<file path="src/sv/kmhr_pkg.sv">
`default_nettype none
// ----------------------------------------------------------------------------
// kmhr_pkg
// Shared types and constants for the key mask to boot keyboard report block.
// ----------------------------------------------------------------------------
package kmhr_pkg;

  localparam int NumKeys   = 32;
  localparam int SlotCount = 6;
  localparam int KeyIdxW   = (NumKeys > 1) ? $clog2(NumKeys) : 1;
  localparam int CountW    = $clog2(SlotCount + 1);

  typedef enum logic {
    ActScan  = 1'b0,
    ActWrite = 1'b1
  } action_e;

  typedef struct packed {
    logic        action;
    logic [31:0] mx_mask;
    logic [31:0] adc_mask;
    logic        host_ready;
    logic [4:0]  map_index;
    logic        map_enabled;
    logic [7:0]  map_keycode;
    logic [7:0]  map_modifiers;
  } in_item_t;

  typedef struct packed {
    logic [7:0] report_modifier;
    logic [7:0] slot0;
    logic [7:0] slot1;
    logic [7:0] slot2;
    logic [7:0] slot3;
    logic [7:0] slot4;
    logic [7:0] slot5;
  } out_item_t;

  typedef struct packed {
    logic       enabled;
    logic [7:0] keycode;
    logic [7:0] modifiers;
  } entry_t;

endpackage
`default_nettype wire

</file>
<file path="src/sv/kmhr_if.sv">
`default_nettype none
// ----------------------------------------------------------------------------
// kmhr_in_if / kmhr_out_if
// Valid/ready channels carrying input items and report items.
// ----------------------------------------------------------------------------
interface kmhr_in_if;
  logic               valid;
  logic               ready;
  kmhr_pkg::in_item_t data;

  modport source (output valid, output data, input ready);
  modport sink   (input valid, input data, output ready);
endinterface

interface kmhr_out_if;
  logic                valid;
  logic                ready;
  kmhr_pkg::out_item_t data;

  modport source (output valid, output data, input ready);
  modport sink   (input valid, input data, output ready);
endinterface
`default_nettype wire

</file>
<file path="src/sv/key_mask_to_hid_report.sv">
`default_nettype none
// ----------------------------------------------------------------------------
// key_mask_to_hid_report
// Builds a six-key boot keyboard report from pressed-key masks and a key map.
//
//   Channel | Direction | Transaction
//   in_i    | sink      | map entry write or key scan
//   out_o   | source    | report: modifier byte and six keycodes
//
// A map write or a scan with the host not ready leaves the block idle and ready.
// A scan walks one key map entry per cycle through the map memory read port
// and then compares against the last report.
// The report sits in an output register; a new scan may start while it waits.
// A changed report holds the compare step until the previous report has left.
// Reset clears the key map valid bits and the last sent report.
// ----------------------------------------------------------------------------
module key_mask_to_hid_report (
  input  wire         clk_i,
  input  wire         rst_ni,
  kmhr_in_if.sink     in_i,
  kmhr_out_if.source  out_o
);
  import kmhr_pkg::*;

  typedef enum logic [3:0] {
    StIdle  = 4'b0001,
    StScan  = 4'b0010,
    StDrain = 4'b0100,
    StCmp   = 4'b1000
  } state_e;

  state_e               state_q, state_d;
  logic [KeyIdxW-1:0]   key_q, key_d;
  logic [NumKeys-1:0]   pressed_q, pressed_d;
  logic [NumKeys-1:0]   kv_q;
  entry_t               mem [NumKeys];
  entry_t               rd_data_q;
  logic                 rd_kv_q;
  logic                 rd_vld_q;
  logic                 hit_q;
  logic [CountW-1:0]    count_q;
  logic [7:0]           mod_q;
  logic [7:0]           slots_q [SlotCount];
  logic [7:0]           sent_mod_q;
  logic [7:0]           sent_slots_q [SlotCount];
  logic                 out_vld_q;
  out_item_t            out_q;

  logic                 in_acc;
  logic                 do_write;
  logic                 start_scan;
  logic                 take;
  logic                 changed;
  logic                 load_out;
  logic [31:0]          pressed_all;

  assign in_acc      = in_i.valid && in_i.ready;
  assign do_write    = in_acc && (in_i.data.action == ActWrite) &&
                       ({1'b0, in_i.data.map_index} < 6'(NumKeys));
  assign start_scan  = in_acc && (in_i.data.action == ActScan) && in_i.data.host_ready;
  assign pressed_all = in_i.data.mx_mask | in_i.data.adc_mask;

  assign take = rd_vld_q && hit_q && rd_kv_q && rd_data_q.enabled &&
                (rd_data_q.keycode != 8'd0) && (count_q < CountW'(SlotCount));

  always_comb begin
    changed = (mod_q != sent_mod_q);
    for (int s = 0; s < SlotCount; s++) begin
      if (slots_q[s] != sent_slots_q[s]) begin
        changed = 1'b1;
      end
    end
  end

  assign load_out = (state_q == StCmp) && changed && (!out_vld_q || out_o.ready);

  always_comb begin
    state_d   = state_q;
    key_d     = key_q;
    pressed_d = pressed_q;
    case (state_q)
      StIdle: begin
        if (start_scan) begin
          state_d   = StScan;
          key_d     = '0;
          pressed_d = pressed_all[NumKeys-1:0];
        end
      end
      StScan: begin
        pressed_d = pressed_q >> 1;
        key_d     = key_q + 1'b1;
        if (key_q == KeyIdxW'(NumKeys - 1)) begin
          state_d = StDrain;
        end
      end
      StDrain: begin
        state_d = StCmp;
      end
      StCmp: begin
        if (!changed || load_out) begin
          state_d = StIdle;
        end
      end
      default: begin
        state_d = StIdle;
      end
    endcase
  end

  assign in_i.ready = (state_q == StIdle);

  always_ff @(posedge clk_i or negedge rst_ni) begin
    if (!rst_ni) begin
      state_q   <= StIdle;
      key_q     <= '0;
      pressed_q <= '0;
      kv_q      <= '0;
      rd_vld_q  <= 1'b0;
      count_q   <= '0;
      out_vld_q <= 1'b0;
      sent_mod_q <= '0;
      for (int s = 0; s < SlotCount; s++) begin
        sent_slots_q[s] <= '0;
      end
    end else begin
      state_q   <= state_d;
      key_q     <= key_d;
      pressed_q <= pressed_d;
      rd_vld_q  <= (state_q == StScan);
      if (do_write) begin
        kv_q[in_i.data.map_index[KeyIdxW-1:0]] <= 1'b1;
      end
      if (start_scan) begin
        count_q <= '0;
      end else if (take) begin
        count_q <= count_q + 1'b1;
      end
      if (load_out) begin
        out_vld_q  <= 1'b1;
        sent_mod_q <= mod_q;
        for (int s = 0; s < SlotCount; s++) begin
          sent_slots_q[s] <= slots_q[s];
        end
      end else if (out_o.ready) begin
        out_vld_q <= 1'b0;
      end
    end
  end

  always_ff @(posedge clk_i) begin
    if (do_write) begin
      mem[in_i.data.map_index[KeyIdxW-1:0]] <= '{enabled:   in_i.data.map_enabled,
                                                 keycode:   in_i.data.map_keycode,
                                                 modifiers: in_i.data.map_modifiers};
    end
    rd_data_q <= mem[key_q];
  end

  always_ff @(posedge clk_i) begin
    rd_kv_q <= kv_q[key_q];
    hit_q   <= pressed_q[0];
    if (start_scan) begin
      mod_q <= '0;
      for (int s = 0; s < SlotCount; s++) begin
        slots_q[s] <= '0;
      end
    end else if (take) begin
      mod_q <= mod_q | rd_data_q.modifiers;
      slots_q[count_q[CountW-1:0]] <= rd_data_q.keycode;
    end
    if (load_out) begin
      out_q.report_modifier <= mod_q;
      out_q.slot0           <= slots_q[0];
      out_q.slot1           <= slots_q[1];
      out_q.slot2           <= slots_q[2];
      out_q.slot3           <= slots_q[3];
      out_q.slot4           <= slots_q[4];
      out_q.slot5           <= slots_q[5];
    end
  end

  assign out_o.valid = out_vld_q;
  assign out_o.data  = out_q;

endmodule
`default_nettype wire

</file>
<file path="src/flat_wrapper.sv">
// flat-port wrapper written by rule: the top's interface ports become plain ports
module key_mask_to_hid_report_flat import kmhr_pkg::*;
  (clk_i, rst_ni, in_i_valid, in_i_data, in_i_ready, out_o_valid, out_o_data, out_o_ready);
  kmhr_in_if in_i_i ();
  kmhr_out_if out_o_i ();
  input  wire clk_i;
  input  wire rst_ni;
  input wire logic [$bits(in_i_i.valid)-1:0] in_i_valid;
  input wire logic [$bits(in_i_i.data)-1:0] in_i_data;
  output wire logic [$bits(in_i_i.ready)-1:0] in_i_ready;
  output wire logic [$bits(out_o_i.valid)-1:0] out_o_valid;
  output wire logic [$bits(out_o_i.data)-1:0] out_o_data;
  input wire logic [$bits(out_o_i.ready)-1:0] out_o_ready;
  assign in_i_i.valid = in_i_valid;
  assign in_i_i.data = in_i_data;
  assign in_i_ready = in_i_i.ready;
  assign out_o_valid = out_o_i.valid;
  assign out_o_data = out_o_i.data;
  assign out_o_i.ready = out_o_ready;
  key_mask_to_hid_report u_core (.clk_i(clk_i), .rst_ni(rst_ni), .in_i(in_i_i), .out_o(out_o_i));
endmodule
</file>
<file path="config.mk">
export PLATFORM = sky130hd
export DESIGN_NAME = key_mask_to_hid_report_flat
export DESIGN_NICKNAME = d
export VERILOG_FILES = /design/src/sv/kmhr_pkg.sv /design/src/sv/kmhr_if.sv /design/src/sv/key_mask_to_hid_report.sv /design/src/flat_wrapper.sv
export SDC_FILE = /design/constraint.sdc
export NUM_CORES = 1
export LEC_CHECK = 0
export BUFFER_PORTS_ARGS = -buffer_cell sky130_fd_sc_hd__buf_2
export CORE_MARGIN = 1.5
export CORE_UTILIZATION = 25
export DETAILED_ROUTE_END_ITERATION = 16
export PLACE_DENSITY = 0.47
export SKIP_CTS_REPAIR_TIMING = 1
export SLEW_MARGIN = 20
export SYNTH_ARGS = -nofsm -noshare
export SYNTH_HDL_FRONTEND = slang
export SYNTH_SLANG_ARGS = --single-unit
</file>
<file path="constraint.sdc">
create_clock -name clk_i -period 3.3 [get_ports clk_i]
set_clock_uncertainty 0.2 [all_clocks]
set_input_delay 0.495 -clock clk_i [delete_from_list [all_inputs] [get_ports clk_i]]
set_output_delay 0.495 -clock clk_i [all_outputs]
set_load 0.01 [all_outputs]
</file>
==> reports/metrics.yaml, run 1 <==
postLayoutCoreUtil_pct: 31.0
dp_hpwl_mm: 49.6
min_period_over_period_pct: 92.6
synth_cell_type_count: 46
multi_input_area_sq_mm: 0.00739
synth.avg_cell_area_sq_um: 20.2
arrival_ns: 3.39
die_w_um: 355
drt_pass1_iterations: 7
ys_seq_area_share_pct: 75.3
coreArea_sq_mm: 0.123
slew_headroom_pct: 51.1
irDropWorstVdd_v: 0.000473
worst_slack_ns: 0.244
port-buffer-count: 149
rrSetupSlack_ns: 0.24
synth_flop_cell: "edfxtp_1"
async_flop_share_pct: 16.6
remaining_drc_errors: 0
cts_tree: "done"
cts_max_path_buffers: 3
ant_nets: 0
vias_per_cell: 4.36
ioPinCount: 150
placed_cells: 3362
rr_worst_depth: 7
period_minus_slack_ns: 3.06
fillers: 12000
final_cell_mix: "edfxtp_1 (648), mux4_2 (180), buf_2 (148)"
endpoint_kind: "flop"
drt_iter0_drc: 1279
yosys_warnings: 0
grt_pass1_vias: 16300
die_area_sq_mm: 0.126
cp-start-kind: "flop"
worstPathMaxFanout: 54
cp_num_buf_inv: 1
cts_made_buffers: 88
powerDensity_mw_per_mm2: 690
max_freq_ghz: 0.327
path_delay_family: "simple AND/OR/NAND/NOR gates"
grt_pass1_wl_mm: 114
synth-seq-cells: 809
dieHeight_um: 355
syn_nets: 1631
globalRouteOverflowTotal: 0
clk_latency_ns: 0.65
dp_slack_ns: 0.249
cap_violations: 0
fp-row-count: 129
worstPathCellList: "xor2_1, nor4_1, nand4_1, nor4_4, nor3_2, buf_12, mux2_4"
cts_root_buf: "clkbuf_16"
finalHoldViolCount: 0
layout.nets: 1976
slew_viol_final: 0
final_common_cell: "edfxtp_1"
gr-usage-all-layers_pct: 12.3
wl_per_cell_um: 21.8
cts.clk_slew.worst_paths_ns: 0.06
layout.cells.non_filler: 3593
rsz0062_at_grt: "no"
cp_slowest_cell: "nor4_1"
syn_to_final_growth_pct: 23.3
vias: 15700
leakage_nw: 13.3
initial_core_util_pct: 25.1
r2r-end: "u_core.sent_slots_q[13]"
h-tree-depth: 3
worst_pin_slew_ns: 0.726
cp_data_required_time_ns: 3.64
status: "complete, no violations"
min_path_type: "in2async"
synth_area_sq_mm: 0.0310
diodes: 0
synth_edf_count: 648
antenna_found_initial: 10
regArea_sq_mm: 0.0234
synth_cells: 1536
timing.rr.start: "u_core.slots_q[2][4]"
wl_mm: 78.5
setup_viol: 0
critPathKind: "reg2reg"
cpPeakStageDelay_ns: 0.61
grt_max_degree: 60
fin_setup_tns_ns: 0
gp_congestion: 0.758
drive_gt1_share_pct: 37.3
clkSinkCount: 809
==> flip-flops by register name, indices dropped and copies added, names as in the netlist <==
register / flops
u_core.sent_slots_q: 48
u_core.sent_mod_q: 8
u_core.rd_data_q: 17
u_core.mod_q: 8
u_core.mem: 544
u_core.state_q: 4
u_core.rd_kv_q: 1
u_core.out_o.data: 56
u_core.key_q: 5
u_core.hit_q: 1
u_core.out_o.valid: 1
u_core.count_q: 3
u_core.kv_q: 32
u_core.rd_vld_q: 1
u_core.pressed_q: 32
u_core.slots_q: 48
==> worst max path at each step <==
stage	from	to	cells past startpoint	slack, ns
3_5_place_dp	u_core.slots_q[2][1]	u_core.sent_slots_q[13]	7	0.25
6_report	u_core.slots_q[2][4]	u_core.sent_slots_q[13]	7	0.24
3_3_place_gp	u_core.slots_q[3][1]	u_core.sent_slots_q[11]	7	0.29
2_1_floorplan	u_core.state_q[0]	u_core.mem[12][0]	4	0.21
4_1_cts	u_core.slots_q[2][4]	u_core.sent_slots_q[22]	7	0.24
5_1_grt	u_core.slots_q[3][1]	u_core.sent_slots_q[24]	7	0.20
==> synthesized netlist by cell type (all sizes together) (2+ instances only) <==
| library cell | count | share of area [%] |
|---|---|---|
| dfrtp | 133 | 11 |
| a21oi | 10 | 0.17 |
| nand4 | 8 | 0.16 |
| nand3 | 15 | 0.24 |
| nor2b | 2 | 0.040 |
| nand3b | 2 | 0.048 |
| o21ai | 21 | 0.34 |
| nor4 | 18 | 0.41 |
| inv | 9 | 0.11 |
| ha | 3 | 0.12 |
| dfxtp | 27 | 1.7 |
| nand2b | 3 | 0.061 |
| xor2 | 58 | 1.6 |
| edfxtp | 648 | 63 |
| nand2 | 48 | 0.58 |
| and2 | 26 | 0.52 |
| or2 | 37 | 0.75 |
| nor2 | 105 | 1.3 |
| mux2 | 74 | 3.0 |
| buf | 30 | 0.56 |
| o32ai | 20 | 0.56 |
| nor4b | 2 | 0.077 |
| or3b | 3 | 0.085 |
| mux4 | 180 | 13 |
| clkbuf | 38 | 0.49 |
| nor3 | 2 | 0.032 |
| or4b | 2 | 0.065 |
==> kinds of logic after synthesis <==
family / Yosys count / share of synthesized area, %
xor+xnor: 59 / 1.67
mux: 255 / 16.1
compound gates: 54 / 1.15
buf+inv: 78 / 1.17
simple gates: 278 / 4.47
flops: 809 / 75.3
fa+ha+maj: 3 / 0.121
==> cell type report <==
type / count / share of cell area, %
clock buffer: 121 / 6.48
clock inverter: 44 / 0.863
inverter: 10 / 0.0981
multi-input combinational: 649 / 19.3
sequential: 809 / 61.1
tap: 1637 / 5.35
timing repair buffer: 323 / 6.82
==> routing by layer <==
metal  vias to the layer above  wire, um  track usage [%]
met5                         -        50                0
met4                         8      1690             3.31
met3                       115      4650             2.72
met2                       381     37200             19.5
met1                      8374     34900             17.0
li1                       6803         -                -
==> power by group <==
part	switching (W)	total, W	leakage, nW	internal, W
sequential	0.000518	0.0121	7.80	0.0116
clock	0.00405	0.00950	1.39	0.00545
combinational	0.00226	0.00481	4.12	0.00256
==> through the flow <==
| stage | cell area, sq um | hold slack [ns] | total power, W |
|---|---|---|---|
| finish | 38300 | 0.166 | 0.0264 |
| CTS | 37600 | -0.405 | 0.0268 |
| detailed placement | 34800 | 0.250 | 0.0172 |
| global route | 38300 | 0.156 | 0.0275 |
| floorplan | 31000 | -0.000591 | 0.0153 |
| global placement | 34800 | 0.246 | 0.0171 |
(Power assumes the default switching activity.)
==> run 2, diff against run 1 <==
--- a/config.mk
+++ b/config.mk
@@ -5,11 +5,11 @@
 export SDC_FILE = /design/constraint.sdc
 export NUM_CORES = 1
 export LEC_CHECK = 0
-export BUFFER_PORTS_ARGS = -buffer_cell sky130_fd_sc_hd__buf_2
+export BUFFER_PORTS_ARGS = -buffer_cell sky130_fd_sc_hd__buf_4
 export CORE_MARGIN = 1.5
-export CORE_UTILIZATION = 25
+export CORE_UTILIZATION = 40
 export DETAILED_ROUTE_END_ITERATION = 16
-export PLACE_DENSITY = 0.47
+export PLACE_DENSITY = 0.64
 export SKIP_CTS_REPAIR_TIMING = 1
 export SLEW_MARGIN = 20
 export SYNTH_ARGS = -nofsm -noshare
==> run 2 against run 1 <==
  * The run now ends with negative hold slack left
  * Sequential cell count unchanged
  * Global-route usage increased by 5.3 points
  * Worst setup slack lost 0.049 ns
  * Critical path depth unchanged
  * Combinational power shrank 3%
  * Register-to-register slack lost 0.05 ns
  * Sequential share of layout area is 1.7 points higher
  * Total power decreased by 2.2%
  * Hold slack lost 0.20 ns
==> reports/metrics.yaml, run 2 (synthesis results as in run 1) <==
cts_root_buf: "clkbuf_16"
clkSinkCount: 809
layout.nets: 1917
coreArea_sq_mm: 0.0763
clk_latency_ns: 0.63
drt_iter0_drc: 1262
postLayoutCoreUtil_pct: 48.7
status: "complete, but fails checks"
die_area_sq_mm: 0.0792
finalHoldViolCount: 5
regArea_sq_mm: 0.0234
antenna_found_initial: 9
drive_gt1_share_pct: 36.0
max_freq_ghz: 0.322
remaining_drc_errors: 0
grt_max_degree: 113
largest_reg_flops: 544
powerDensity_mw_per_mm2: 694
min_path_type: "in2reg"
fin_setup_tns_ns: 0
multi_input_area_sq_mm: 0.00739
h-tree-depth: 3
cts_max_path_buffers: 3
ioPinCount: 150
period_minus_slack_ns: 3.11
dieHeight_um: 281
arrival_ns: 3.40
endpoint_kind: "flop"
cp_data_required_time_ns: 3.59
worst_pin_slew_ns: 0.973
min_period_over_period_pct: 94.1
cts_made_buffers: 81
die_w_um: 281
globalRouteOverflowTotal: 0
setup_viol: 0
initial_core_util_pct: 40.6
cts.clk_slew.worst_paths_ns: 0.06
violations: "negative hold slack"
final_cell_mix: "edfxtp_1 (648), buf_4 (198), mux4_2 (180)"
gr-usage-all-layers_pct: 17.6
grt_pass1_wl_mm: 102
vias: 15500
cts_tree: "done"
drt_pass1_iterations: 5
gp_congestion: 0.788
hold_ws_ns: -0.0306
fillers: 6245
port-buffer-count: 149
fp-row-count: 101
final_common_cell: "edfxtp_1"
diodes: 0
slew_viol_final: 0
rsz0062_at_grt: "no"
slew_headroom_pct: 34.5
worstPathMaxFanout: 112
syn_to_final_growth_pct: 19.9
wl_mm: 70.7
vias_per_cell: 5.31
leakage_nw: 13.0
dp_hpwl_mm: 43.3
irDropWorstVdd_v: 0.000422
grt_pass1_vias: 15900
cp-start-kind: "flop"
ant_nets: 0
critPathKind: "reg2reg"
cap_violations: 0
wl_per_cell_um: 24.2
-- run 2: cell count changes in the layout (fill, tap and decap cells not counted), moves of 3 or more --
cell           previous run  this run
clkbuf_16                89        85
clkinv_2                 19        10
dlygate4sd3_1            66        46
clkbuf_8                 13         8
buf_2                   148         0
clkinv_1                 13        10
clkbuf_1                 19        24
buf_4                    77       198
buf_12                   31        26
bufinv_16                 2         6
-- run 2: final timing paths --
kind / from / endpoint / slack, ns / depth (start not counted)
setup / recovery: u_core.slots_q[5][0] / u_core.sent_slots_q[23] / 0.19 / 7
hold / removal: in_i_data[32] / u_core.pressed_q[9] / -0.03 / 3
setup reg to reg: u_core.slots_q[5][0] / u_core.sent_slots_q[23] / 0.19 / 7
hold reg to reg: u_core.pressed_q[0] / u_core.hit_q / 0.24 / 0
max in group asynchronous: rst_ni / u_core.kv_q[28] / 1.86 / 3
min in group asynchronous: rst_ni / u_core.sent_slots_q[12] / 0.25 / 2
-- run 2: metrics by stage --
step                worst slack, ns  power [W]  instances  cell area (sq um)
finish                        0.194     0.0258       2918              37200
global route                 0.0440     0.0268       2918              37200
CTS                          0.0886     0.0260       2872              36700
detailed placement            0.106     0.0169       2723              34100
global placement              0.118     0.0168       2723              34100
floorplan                     0.211     0.0153       1536              31000
-- run 2: layout make-up --
class,count,area share (%)
Clock buffer,117,6.25
Clock inverter,32,0.858
Inverter,10,0.101
Multi-Input combinational cell,649,19.9
Sequential cell,809,62.8
Tap cell,1030,3.46
Timing Repair Buffer,271,6.66
-- run 2: per-layer routing --
metal / wire length (um) / up-vias / track usage, %
met3: 4590 / 130 / 3.68
met4: 1730 / 4 / 4.84
met1: 29000 / 8195 / 23.5
li1: - / 6678 / -
met5: 23 / - / 0
met2: 35400 / 502 / 29.4
-- run 2: critical path, stage by stage (launching register included) --
cell	delay, ns
edfxtp_1	0.44
xor2_1	0.17
nor4_1	0.49
nand4_1	0.27
nor4_4	0.52
nor3_2	0.12
buf_12	0.28
mux2_2	0.37
-- run 2: power breakdown --
part | switching, W | leakage [nW] | internal (W)
registers | 0.000451 | 7.80 | 0.0116
clock network | 0.00376 | 1.28 | 0.00537
logic | 0.00220 | 3.97 | 0.00247
==> run 3, diff against run 2 <==
--- a/config.mk
+++ b/config.mk
@@ -10,6 +10,7 @@
 export CORE_UTILIZATION = 40
 export DETAILED_ROUTE_END_ITERATION = 16
 export PLACE_DENSITY = 0.64
+export RECOVER_POWER = 50
 export SKIP_CTS_REPAIR_TIMING = 1
 export SLEW_MARGIN = 20
 export SYNTH_ARGS = -nofsm -noshare
==> constraint.sdc (replaced) <==
create_clock -name clk_i -period 3.3 [get_ports clk_i]
set_clock_uncertainty 0.2 [all_clocks]
set_input_delay 0.495 -clock clk_i [delete_from_list [all_inputs] [get_ports clk_i]]
set_output_delay 0.495 -clock clk_i [all_outputs]
set_load 0.1 [all_outputs]
==> run 3 against run 2 <==
  * The flow finishes with violations (max-capacitance violations, max-slew violations)
  * Critical path depth decreased by 1
  * Die area unchanged
  * Sequential cell count unchanged
  * Clock power increased by 1%
  * Hold slack improved by 0.046 ns
  * Combinational power increased by 1%
  * Total power increased by 0.82%
  * Count of clock-buffer cells in the layout decreased by 10
  * First-iteration DRC count increased by 17%
  * Core utilization about the same
  * Critical endpoint is now u_core.pressed_q[22]
==> reports/metrics.yaml, run 3 (synthesis results as in run 1) <==
final_cell_mix: "edfxtp_1 (648), mux4_2 (180), dfrtp_1 (129)"
cp_data_required_time_ns: 3.64
fin_setup_tns_ns: 0
internal-power_w: 0.0196
cts_max_path_buffers: 3
slew_headroom_pct: -0.987
largest_reg_flops: 544
leakage_nw: 12.8
die_w_um: 281
p_seq_share_pct: 46.4
p_sw_share_pct: 24.9
fillers: 6281
grt_pass1_wl_mm: 102
clk_latency_ns: 0.61
endpoint_kind: "flop"
gp_congestion: 0.808
min_path_cells: 3
p_total_w: 0.0260
worstPathMaxFanout: 14
dieHeight_um: 281
cap_violations: 1
final_common_cell: "edfxtp_1"
min_path_type: "in2reg"
cts.clk_slew.worst_paths_ns: 0.06
min_from: "in_i_data[79]"
max_freq_ghz: 0.326
initial_core_util_pct: 40.6
hold_ws_ns: 0.0155
cts_root_buf: "clkbuf_16"
drt_iter0_drc: 1480
coreArea_sq_mm: 0.0763
min_period_over_period_pct: 93.1
grt_max_degree: 113
switchingPower_w: 0.00648
syn_to_final_growth_pct: 19.9
vias: 15400
pwr-share-clk_pct: 35.5
h-tree-depth: 3
finalHoldViolCount: 0
setup_viol: 0
r2r-end: "u_core.pressed_q[22]"
critPathKind: "reg2reg"
arrival_ns: 3.41
vias_per_cell: 5.25
rrSetupSlack_ns: 0.23
wl_mm: 70.1
drt_pass1_iterations: 5
globalRouteOverflowTotal: 0
layout.nets: 1926
rr_worst_depth: 6
cts_tree: "done"
ioPinCount: 150
postLayoutCoreUtil_pct: 48.7
remaining_drc_errors: 0
clkSinkCount: 809
drive_gt1_share_pct: 32.1
worst_pin_slew_ns: 1.51
cp-start-kind: "flop"
ant_nets: 0
slew_viol_final: 27
antenna_found_initial: 9
whs_endpoint: "u_core.pressed_q[24]"
dp_slack_ns: 0.308
status: "complete, but fails checks"
gr-usage-all-layers_pct: 17.6
timing.rr.start: "u_core.state_q[0]"
worst_slack_ns: 0.228
rsz0062_at_grt: "no"
period_minus_slack_ns: 3.07
powerDensity_mw_per_mm2: 700
grt_pass1_vias: 15700
cts_made_buffers: 83
dp_hpwl_mm: 42.3
irDropWorstVdd_v: 0.000433
port-buffer-count: 149
power_frac_comb_pct: 18.1
violations: "max-capacitance violations, max-slew violations"
die_area_sq_mm: 0.0792
fp-row-count: 101
wl_per_cell_um: 23.9
-- run 3: changes by cell type in the layout (fill, tap and decap cells not counted), sizes merged --
| cell | change |
|---|---|
| bufinv | +1 |
| dlygate4sd3 | +8 |
| buf | -81 |
| clkinv | +11 |
| diode | +2 |
| clkbuf | +70 |
-- run 3: metal layers --
metal  global-route usage, %  share of wire, %  up-vias
met1                    23.6                42     8104
met2                    29.4                50      459
met4                    4.16               1.9        8
li1                        -                 -     6712
met5                       0             0.071        -
met3                    3.80               5.8      104
-- run 3: worst max path at each step --
stage	from	end	slack [ns]	cells after the start
floorplan	u_core.state_q[0]	u_core.mem[11][0]	-0.27	5
global placement	u_core.slots_q[2][3]	u_core.sent_slots_q[6]	0.37	7
detailed placement	u_core.slots_q[2][3]	u_core.sent_slots_q[28]	0.31	7
CTS	u_core.slots_q[3][1]	u_core.sent_slots_q[5]	0.30	7
global route	u_core.state_q[0]	u_core.pressed_q[29]	0.04	6
finish	u_core.state_q[0]	u_core.pressed_q[22]	0.23	6
-- run 3: stage by stage --
step                      area, sq um  std cells
final                           37200       2929
after global routing            37200       2928
after CTS                       36900       2873
after detailed placement        34200       2722
after global placement          34200       2722
after floorplan                 31200       1536
-- run 3: power groups by stage --
stage | Sequential, W | Combinational (W) | Clock [W]
after detailed placement | 0.0123 | 0.00476 | 0
after global placement | 0.0122 | 0.00471 | 0
after global routing | 0.0121 | 0.00508 | 0.00981
after floorplan | 0.0120 | 0.00338 | 0
final | 0.0121 | 0.00472 | 0.00924
after CTS | 0.0121 | 0.00478 | 0.00943
-- run 3: cell type report --
| class | count | area, sq um | share of cell area, % |
|---|---|---|---|
| timing repair buffer | 278 | 2280 | 6.12 |
| clock buffer | 107 | 2290 | 6.16 |
| multi-input combinational | 649 | 7500 | 20.2 |
| clock inverter | 44 | 422 | 1.13 |
| sequential | 809 | 23400 | 62.8 |
| antenna | 2 | 5.00 | 0.0135 |
| tap | 1030 | 1290 | 3.47 |
| inverter | 10 | 37.5 | 0.101 |
-- run 3: worst max-delay path: stages, from the launching register on --
cell and delay [ns]:
dfstp_1 0.59, nor4b_4 0.44, and4b_1 0.63, buf_4 0.31, o21ai_0 0.13, dlygate4sd3_1 0.59, nand3_1 0.10
